$ cat config.mk
export PLATFORM = sky130hd
export DESIGN_NAME = joystick_direction_debounce
export DESIGN_NICKNAME = d
export VERILOG_FILES = /design/src/rtl/core/jdd_pkg.sv /design/src/rtl/core/jdd_axis.sv /design/src/rtl/core/jdd_debounce.sv /design/src/rtl/core/joystick_direction_debounce.sv
export SDC_FILE = /design/constraint.sdc
export NUM_CORES = 1
export LEC_CHECK = 0
export BUFFER_PORTS_ARGS = -buffer_cell sky130_fd_sc_hd__buf_2
export CORE_UTILIZATION = 25
export DETAILED_ROUTE_END_ITERATION = 10
export PLACE_DENSITY_LB_ADDON = 0.05
export SLEW_MARGIN = 40
export SYNTH_ARGS = -nofsm -noshare
export SYNTH_HDL_FRONTEND = slang
export SYNTH_HIERARCHICAL = 1
export SYNTH_SLANG_ARGS = --single-unit
$ cat constraint.sdc
create_clock -name clk -period 14.6 [get_ports clk]
set_input_delay 3.65 -clock clk [delete_from_list [all_inputs] [get_ports clk]]
set_output_delay 3.65 -clock clk [all_outputs]
set_load 0.05 [all_outputs]
$ cat src/rtl/core/jdd_pkg.sv
// ----------------------------------------------------------------------------
// jdd_pkg
// Shared types and codes for the joystick direction debounce block.
// ----------------------------------------------------------------------------
package jdd_pkg;

  // configuration register indexes
  localparam logic [1:0] REG_CENTER    = 2'd0;
  localparam logic [1:0] REG_THRESHOLD = 2'd1;
  localparam logic [1:0] REG_DEAD_ZONE = 2'd2;
  localparam logic [1:0] REG_DEBOUNCE  = 2'd3;

  // layer modes
  localparam logic [1:0] MODE_KEY = 2'd0;

  // event codes
  localparam logic [1:0] EV_NONE    = 2'd0;
  localparam logic [1:0] EV_PRESS   = 2'd1;
  localparam logic [1:0] EV_RELEASE = 2'd2;

  localparam int unsigned DEB_BITS = 8;

  // direction lane indexes
  localparam int unsigned DIR_RIGHT = 0;
  localparam int unsigned DIR_LEFT  = 1;
  localparam int unsigned DIR_UP    = 2;
  localparam int unsigned DIR_DOWN  = 3;
  localparam int unsigned NUM_DIRS  = 4;

  typedef struct packed {
    logic pos;
    logic neg;
  } axis_t;

  typedef struct packed {
    logic       active;
    logic [1:0] evt;
  } dir_t;

endpackage

$ cat src/rtl/core/jdd_axis.sv
// ----------------------------------------------------------------------------
// jdd_axis
// One axis lane: center offset, dead zone and threshold compare.
// ----------------------------------------------------------------------------
module jdd_axis
  import jdd_pkg::*;
#(
  parameter int unsigned ADC_BITS = 10
) (
  input  logic [ADC_BITS-1:0] sample,
  input  logic [ADC_BITS-1:0] center_value,
  input  logic [ADC_BITS-1:0] trigger_threshold,
  input  logic [ADC_BITS-1:0] dead_zone,
  output axis_t               dir
);

  logic [ADC_BITS:0]   offset;
  logic                below;
  logic [ADC_BITS-1:0] mag;
  logic                zeroed;
  logic                beyond;

  always_comb begin
    offset = {1'b0, sample} - {1'b0, center_value};
    below  = offset[ADC_BITS];
    // magnitude always fits in ADC_BITS bits
    mag    = below ? ADC_BITS'(-offset) : offset[ADC_BITS-1:0];
    zeroed = mag < dead_zone;
    beyond = !zeroed && (mag > trigger_threshold);
    dir.pos = beyond && !below;
    dir.neg = beyond && below;
  end

endmodule

$ cat src/rtl/core/jdd_debounce.sv
// ----------------------------------------------------------------------------
// jdd_debounce
// One direction lane: stable bit, mismatch counter and event code.
// ----------------------------------------------------------------------------
module jdd_debounce
  import jdd_pkg::*;
(
  input  logic                clk,
  input  logic                rst,
  input  logic                advance,
  input  logic                raw,
  input  logic                key_mode,
  input  logic [DEB_BITS-1:0] debounce_limit,
  output dir_t                dir
);

  logic                stable;
  logic                stable_next;
  logic [DEB_BITS-1:0] count;
  logic [DEB_BITS-1:0] count_next;
  logic [1:0]          evt;

  always_comb begin
    stable_next = stable;
    count_next  = '0;
    evt         = EV_NONE;
    if (raw != stable) begin
      if (count < debounce_limit) begin
        count_next = count + 1'b1;
      end else begin
        stable_next = raw;
        if (key_mode) begin
          evt = raw ? EV_PRESS : EV_RELEASE;
        end
      end
    end
    dir.active = stable_next;
    dir.evt    = evt;
  end

  always_ff @(posedge clk) begin
    if (rst) begin
      stable <= 1'b0;
      count  <= '0;
    end else if (advance) begin
      stable <= stable_next;
      count  <= count_next;
    end
  end

endmodule

$ cat src/rtl/core/joystick_direction_debounce.sv
// ----------------------------------------------------------------------------
// joystick_direction_debounce
// Analog joystick to four-direction pad with dead zone and debounce.
//
// Input channel (in_valid/in_ready) carries one scan word: x_sample,
// y_sample and layer_mode. Output channel (out_valid/out_ready) returns one
// word per scan: the debounced right/left/up/down state and a press or
// release event per direction (events only in key mode).
// Configuration is a plain write port (cfg_we, cfg_index, cfg_data), to be
// written by the user only while the block is idle (the block does not
// enforce it); index 0 center, 1 trigger threshold, 2 dead zone, 3
// debounce limit (low 8 bits). Two register stages: stage 1 holds the scan,
// stage 2 the result. Throughput: one scan per clock while the receiver
// takes words; two axis lanes classify in stage 1, four debounce lanes
// update their state and the merged result is registered in stage 2.
// Reset clears the direction state and counters and loads the default
// registers. When the receiver stalls the output word holds and the
// pipeline fills; in_ready drops only once both stages are full.
// ----------------------------------------------------------------------------
module joystick_direction_debounce
  import jdd_pkg::*;
#(
  parameter int unsigned ADC_BITS = 10
) (
  input  logic                clk,
  input  logic                rst,
  input  logic                in_valid,
  output logic                in_ready,
  input  logic [ADC_BITS-1:0] x_sample,
  input  logic [ADC_BITS-1:0] y_sample,
  input  logic [1:0]          layer_mode,
  output logic                out_valid,
  input  logic                out_ready,
  output logic                right_active,
  output logic                left_active,
  output logic                up_active,
  output logic                down_active,
  output logic [1:0]          right_event,
  output logic [1:0]          left_event,
  output logic [1:0]          up_event,
  output logic [1:0]          down_event,
  input  logic                cfg_we,
  input  logic [1:0]          cfg_index,
  input  logic [ADC_BITS-1:0] cfg_data
);

  logic [ADC_BITS-1:0] center_value;
  logic [ADC_BITS-1:0] trigger_threshold;
  logic [ADC_BITS-1:0] dead_zone;
  logic [DEB_BITS-1:0] debounce_limit;

  always_ff @(posedge clk) begin
    if (rst) begin
      center_value      <= ADC_BITS'(512);
      trigger_threshold <= ADC_BITS'(200);
      dead_zone         <= ADC_BITS'(50);
      debounce_limit    <= DEB_BITS'(5);
    end else if (cfg_we) begin
      unique case (cfg_index)
        REG_CENTER:    center_value      <= cfg_data;
        REG_THRESHOLD: trigger_threshold <= cfg_data;
        REG_DEAD_ZONE: dead_zone         <= cfg_data;
        REG_DEBOUNCE:  debounce_limit    <= cfg_data[DEB_BITS-1:0];
        default: ;
      endcase
    end
  end

  // stage 1: axis lanes
  axis_t x_dir;
  axis_t y_dir;

  jdd_axis #(.ADC_BITS(ADC_BITS)) u_axis_x (
    .sample            (x_sample),
    .center_value      (center_value),
    .trigger_threshold (trigger_threshold),
    .dead_zone         (dead_zone),
    .dir               (x_dir)
  );

  jdd_axis #(.ADC_BITS(ADC_BITS)) u_axis_y (
    .sample            (y_sample),
    .center_value      (center_value),
    .trigger_threshold (trigger_threshold),
    .dead_zone         (dead_zone),
    .dir               (y_dir)
  );

  logic                s1_valid;
  logic [NUM_DIRS-1:0] s1_raw;
  logic                s1_key;
  logic                s2_advance;
  logic                in_take;

  assign s2_advance = s1_valid && (!out_valid || out_ready);
  assign in_ready   = !s1_valid || s2_advance;
  assign in_take    = in_valid && in_ready;

  always_ff @(posedge clk) begin
    if (rst) begin
      s1_valid <= 1'b0;
    end else if (in_ready) begin
      s1_valid <= in_valid;
    end
  end

  always_ff @(posedge clk) begin
    if (in_take) begin
      s1_raw[DIR_RIGHT] <= x_dir.pos;
      s1_raw[DIR_LEFT]  <= x_dir.neg;
      s1_raw[DIR_UP]    <= y_dir.neg;
      s1_raw[DIR_DOWN]  <= y_dir.pos;
      s1_key            <= (layer_mode == MODE_KEY);
    end
  end

  // stage 2: debounce lanes
  dir_t dirs [NUM_DIRS];

  for (genvar d = 0; d < NUM_DIRS; d++) begin : g_lane
    jdd_debounce u_lane (
      .clk            (clk),
      .rst            (rst),
      .advance        (s2_advance),
      .raw            (s1_raw[d]),
      .key_mode       (s1_key),
      .debounce_limit (debounce_limit),
      .dir            (dirs[d])
    );
  end

  // merge into the output word
  always_ff @(posedge clk) begin
    if (rst) begin
      out_valid <= 1'b0;
    end else if (s2_advance) begin
      out_valid <= 1'b1;
    end else if (out_ready) begin
      out_valid <= 1'b0;
    end
  end

  always_ff @(posedge clk) begin
    if (s2_advance) begin
      right_active <= dirs[DIR_RIGHT].active;
      left_active  <= dirs[DIR_LEFT].active;
      up_active    <= dirs[DIR_UP].active;
      down_active  <= dirs[DIR_DOWN].active;
      right_event  <= dirs[DIR_RIGHT].evt;
      left_event   <= dirs[DIR_LEFT].evt;
      up_event     <= dirs[DIR_UP].evt;
      down_event   <= dirs[DIR_DOWN].evt;
    end
  end

endmodule
==> results.md, run 1 <==
* Pre-antenna DRT Iters at 4
* DRT antenna net count at 0
* Pin count of the biggest net entering global routing at 82
* IO buf count at 52
* Ys Warns at 6
* CP Max Fanout at 3
* Worst Hold Launch: s1_valid
* Gate count after technology mapping at approximately 900
* Max-cap viol count at 0
* Row cnt at 62
* Inserted Diodes at 0
* Worst slew pin tran at ~0.8 ns
* Post-synth cell types at 67
* Root Buffer: clkbuf_16
* GP Congestion at 0.752
* Min cycle time layout at approximately 7.8 ns
* Final instance area at roughly 0.0085 mm^2
* Placed instance area at 0.00809 mm^2
* Vias in the first global route at 5896
* CTS Buf Count at 9
* Endpoints failing setup at 0
* Worst reg2reg path endpoint: s1_raw[1]
* All-Layer GR Usage at 14.2%
* FFs w/ async S/R, synth at 0%
* Avg Inst Size Synth at roughly 8.3 um^2
* Skew final at 0.00893 ns
* Unrepaired setup endpoints after global routing: false
* Residual DRC count at 0
* CTS Hold Bufs at 0
* Worst hold endpoint: out_valid
* Post-synth EDFFs at 17
* Final #Nets at 1068
* WS Path Type: input port to primary output
* Register area share after synthesis at 27.2%
* Clock sinks at between 90 and 100
* Max Transition Viols Final at 0
* Clk_lat worst skew at 0.36 ns
* Vert. Die Dim at 175 um
* Vias/cell at 4.67
* Slew headroom at 46.6%
* Max clock buf depth at 2
* H-tree depth at 3
* First-pass GRT wire length at 33.6 mm
* Reg2Reg Depth at 15
* IO Count at 53
* Leak at around 3.4 nW
* Hold crit path type: register to register
* Post-Route WL at about 21 mm
* Total gr overflow at 0
* Initial antenna violation count at 0
* Initial drt markers at 329
* Postcts setup bufs at 0
* Total Neg Setup Slack at 0 ns
* Reg2reg start: center_value[0]
* Period utilisation layout at between 50% and 60%
* TritonCTS clock tree: yes
* Seq cells post-synth at 93
* Layout cells sized above 1 at 11.1%
* Critical Path End Type: primary output
* Clock slew seen by the registers of the worst setup and hold paths at about 0.070 ns
* P&R area growth vs syn at 13.0%
* Fmax at 0.128 GHz
* WL per Instance at 16.1 um
* DIE WIDTH at 175 um
* Syn_nets at 1032
* Worst hold slack at between 0.4 and 0.5 ns
* Status: finished clean
* Effective utilization at floorplan at 25.7%
* Hold Violations, Final at 0
* Nature of the critical path startpoint: input port
* Core area at 0.0291 mm^2
* Data arrival time of the worst path at 4.15 ns
* Dominant synthesized flop cell: dfxtp_1
* Reg-to-reg setup timing slack at 10.22 ns
* WHS Path Cells at 2
* Post-DP HPWL at 16.6 mm
* Worst VDD drop at 0.0512 mV
* Post-Syn Area at 0.00748 mm^2
* PD cells at 91.8 mW/mm^2
* DR vias at 6172
* Die ar. at between 0.03 and 0.04 mm^2
* Post_cts resized at 0
* WP data required at 10.95 ns
## layout by cell type, fill, tap and decap left out, types with 4 or more instances in the layout
cell type and n:
nor3b_1 4, o21ai_1 8, or3_1 6, inv_1 99, nand3_1 47, nand4_1 4
dfxtp_1 76, xor2_1 8, and4_1 4, o211ai_1 6, nor3_1 8, mux2i_1 40
buf_2 52, nand3b_1 13, ha_1 92, clkbuf_16 9, or4b_1 4, a31oi_1 24
nand4b_1 8, nor2b_1 18, a211oi_2 5, and2_1 6, o21a_1 8, edfxtp_1 17
nand2_1 64, nand2b_1 52, a211oi_4 4, a211oi_1 5, a21o_1 10, o21ai_0 21
or2_2 11, o2111a_1 4, nor2_1 65, xnor2_1 14, a2111oi_0 6, a21oi_1 52
## cell usage after synthesis, drive strengths merged (3+ instances only)
cell | n | area [um^2]
ha | 92 | 1150
nand4b | 8 | 70.1
xnor2 | 14 | 123
xor2 | 8 | 70.1
a21o | 10 | 75.1
nor3b | 4 | 30.0
nor2 | 65 | 244
a211oi | 14 | 150
or3 | 8 | 60.1
nand3b | 13 | 97.6
a311oi | 3 | 26.3
nand2b | 52 | 325
a2111oi | 8 | 108
o211ai | 6 | 45.0
dfxtp | 76 | 1520
buf | 19 | 106
mux2i | 40 | 400
inv | 99 | 372
nand2 | 65 | 246
o21a | 8 | 60.1
or2 | 11 | 68.8
o21ai | 29 | 145
nor3 | 8 | 40.0
clkbuf | 10 | 37.5
o32ai | 3 | 26.3
or4b | 4 | 40.0
nand3 | 47 | 235
a21oi | 54 | 278
and4 | 4 | 35.0
a2111o | 3 | 33.8
o2111a | 4 | 45.0
o22ai | 3 | 18.8
nand4 | 4 | 25.0
nor2b | 20 | 140
a31o | 3 | 26.3
and2 | 9 | 58.8
a31oi | 24 | 150
edfxtp | 17 | 510
## cell families (layout without fill, tap and decap cells)
group | after synthesis | count (layout) | synth area share, %
AOI/OAI and AO/OA | 194 | 194 | 18.5
xor gates and xnor gates | 22 | 22 | 2.58
adders and majority gates | 94 | 94 | 15.9
buffers and inverters | 128 | 168 | 6.90
DFF | 93 | 93 | 27.2
muxes | 40 | 40 | 5.36
and+or+nand+nor | 328 | 328 | 23.6
## layer usage
layer / GRT usage (%) / up-vias / part of all wire (%)
li1: - / 3258 / -
met1: 20.2 / 2807 / 53
met2: 22.3 / 94 / 44
met3: 2.31 / 13 / 2.3
met4: 3.37 / 0 / 1.1
met5: 0 / - / 0
## worst max path at each step
stage	startpoint	to	slack, ns	cells after the start
floorplan	out_ready	in_ready	6.82	1
global placement	out_ready	in_ready	6.81	3
detailed placement	out_ready	in_ready	6.79	3
CTS	out_ready	in_ready	6.79	3
global route	out_ready	in_ready	6.75	3
finish	out_ready	in_ready	6.80	3
## stage by stage
stage | power (mW) | std cells | util [%] | setup slack, ns
global route | 0.827 | 1323 | 29.0 | 6.75
detailed placement | 0.506 | 1308 | 27.8 | 6.79
floorplan | 0.448 | 899 | - | 6.82
finish | 0.775 | 1323 | 29.0 | 6.80
global placement | 0.510 | 1308 | 27.8 | 6.81
CTS | 0.788 | 1323 | 28.9 | 6.79
## state kept, by name, indices dropped and copies added (netlist names)
register / flops
g_lane.u_lane/stable: 4
s1_key: 1
s1_raw: 4
left_event: 2
debounce_limit: 8
right_event: 2
g_lane.u_lane/count: 32
s1_valid: 1
center_value: 10
trigger_threshold: 10
up_event: 2
dead_zone: 10
right_active: 1
down_event: 2
up_active: 1
out_valid: 1
down_active: 1
left_active: 1
## worst max-delay path, cell delays in order
cell and delay [ns]:
buf_2 0.10, nand3b_1 0.17, buf_2 0.23
## final cells by class
type | count | area [um^2]
Inverter | 99 | 372
Tap cell | 384 | 480
Clock inverter | 4 | 98.8
Sequential cell | 93 | 2030
Timing Repair Buffer | 54 | 275
Fill cell | 3161 | 20600
Multi-Input combinational cell | 678 | 4960
Clock buffer | 11 | 233
## power by group
| group | internal, mW | switching, mW | total (mW) |
|---|---|---|---|
| combinational | 0.0898 | 0.131 | 0.221 |
| clock | 0.167 | 0.107 | 0.275 |
| sequential | 0.270 | 0.00993 | 0.280 |
| total | 0.527 | 0.248 | 0.775 |
(Power assumes the default switching activity.)
==> run 2: changes to the inputs <==
==> constraint.sdc (replaced) <==
create_clock -name clk -period 7.76 [get_ports clk]
set_input_delay 1.94 -clock clk [delete_from_list [all_inputs] [get_ports clk]]
set_output_delay 1.94 -clock clk [all_outputs]
set_load 0.05 [all_outputs]
==> results.md, run 2 (synthesis gave the netlist of run 1 again) <==
* Status: finished clean
* First-pass GRT wire length at 34.0 mm
* # fillers at 3199
* DR vias at 6198
* Skew final at 0.0126 ns
* Max FFs per register at 32
* Psw at ~0.47 mW
* Period utilisation layout at 73.3%
* Total gr overflow at 0
* Critical Path End Type: register
* H-tree depth at 3
* IO Count at between 50 and 60
* Slew headroom at 43.7%
* Switching share of power at 33.6%
* Residual DRC count at 0
* Fmax at 0.176 GHz
* Commonest cells after routing, fill and taps aside: inv_1 (99), ha_1 (92), dfxtp_1 (76)
* Postcts setup bufs at 0
* Worst hold slack at roughly 0.46 ns
* Pin count of the biggest net entering global routing at 58
* Final #Nets at 1068
* P&R area growth vs syn at 12.3%
* Clk_lat worst skew at 0.36 ns
* Die ar. at 0.0306 mm^2
* Row cnt at a little over 60
* All-Layer GR Usage at between 10 and 15%
* Register Area at 0.00203 mm^2
* Post-DP HPWL at 16.7 mm
* WL per Instance at between 15 and 20 um
* Initial antenna violation count at 0
* Combinational share of power at 29.6%
* CTS Hold Bufs at 0
* Endpoints failing setup at 0
* Seq pwr share at a little under two fifths
* Total Neg Setup Slack at 0 ns
* Hold Violations, Final at 0
* Max-cap viol count at 0
* Min cycle time layout at 5.69 ns
* Power Internal at 0.929 mW
* TritonCTS clock tree: yes
* Vert. Die Dim at 175 um
* WP data required at 7.87 ns
* Max clock buf depth at 2
* Clock sinks at 93
* Max Transition Viols Final at 0
* CP Max Fanout at 16
* Slowest library cell on the worst path: o31a_1
* Crit path top cell by count: ha_1
* Vias in the first global route at 6110
* CTS Buf Count at 9
* Worst slew pin tran at roughly 0.84 ns
* Post_cts resized at 0
* Vias/cell at between 4 and 5
* GP Congestion at 0.778
* Initial drt markers at 267
* Worst VDD drop at 0.0946 mV
* Clock network fraction of design power at 32.7%
* Pre-antenna DRT Iters at 4
* IO buf count at between 50 and 60
* Hold crit path type: register to register
* Nature of the critical path startpoint: input port
* Cell Chain, Critical Path: buf_2, inv_1, ha_1, fa_1, nand2b_1, a211oi_2, o311a_1, o31a_1, nor2_1, xnor2_1, ha_1, a21o_1, a21oi_1, nor2b_1, a2111oi_0, a221oi_1, and2_1
* DIE WIDTH at about 170 um
* Commonest non-fill, non-tap cell in the layout: inv_1
* Post-layout util at between 20% and 30%
* Unrepaired setup endpoints after global routing: false
* Multi-input logic area at ~0.0049 mm^2
* Root Buffer: clkbuf_16
* Effective utilization at floorplan at 25.7%
* Slowest cell delay on critical path at 0.52 ns
* Leak at 3.36 nW
* Post-Route WL at approximately 21 mm
* PD cells at around 170 mW/mm^2
* Core area at 0.0291 mm^2
* Layout cells sized above 1 at 11.2%
* Largest reg by FF count: g_lane.u_lane/count
* DRT antenna net count at 0
* Data arrival time of the worst path at slightly below 6 ns
* Inserted Diodes at 0
* WS Path Type: input port to register
* Clock slew seen by the registers of the worst setup and hold paths at 0.07 ns
run 2: path summary, 6_finish.rpt:
kind	start	depth (start not counted)	end	slack [ns]
worst max-delay path	x_sample[0]	17	s1_raw[0]	2.07
worst min-delay path	s1_valid	2	out_valid	0.46
worst max register to register	center_value[0]	15	s1_raw[0]	3.39
worst min register to register	s1_valid	2	out_valid	0.46
run 2: area by class of cell:
class                      instances  share of cell area, %
clock inverter                     5                  0.716
tap                              384                   5.73
timing repair buffer              54                   3.31
inverter                          99                   4.43
clock buffer                      11                   2.77
multi-input combinational        678                   58.8
sequential                        93                   24.2
run 2: stage by stage:
| step | worst slack (ns) | cells | power [mW] | area [um^2] |
|---|---|---|---|---|
| after floorplan | 2.34 | 899 | 0.843 | 7480 |
| final | 2.07 | 1324 | 1.40 | 8390 |
| after global routing | 1.69 | 1324 | 1.49 | 8390 |
| after CTS | 2.08 | 1324 | 1.42 | 8380 |
| after detailed placement | 1.71 | 1308 | 0.953 | 8090 |
| after global placement | 1.84 | 1308 | 0.962 | 8090 |
run 2: worst max-delay path: cells and delay by family:
| family | cells | cell delay (ns) |
|---|---|---|
| AOI/OAI and AO/OA | 7 | 1.99 |
| xor gates and xnor gates | 1 | 0.25 |
| adders and majority gates | 3 | 0.94 |
| buffers and inverters | 2 | 0.11 |
| and+or+nand+nor | 4 | 0.58 |
run 2: power groups by stage:
stage	Sequential (mW)	Clock, mW	Combinational (mW)
detailed placement	0.540	0	0.413
floorplan	0.538	0	0.304
finish	0.527	0.458	0.413
CTS	0.528	0.479	0.416
global route	0.530	0.497	0.468
global placement	0.540	0	0.422
run 2: routing by layer:
layer | share of wire (%) | up-vias | wire, um | track usage, %
li1 | - | 3266 | - | -
met1 | 52 | 2839 | 11100 | 20.2
met2 | 45 | 85 | 9440 | 22.9
met3 | 2.2 | 8 | 464 | 2.15
met4 | 0.76 | 0 | 161 | 2.97
met5 | 0 | - | 0 | 0
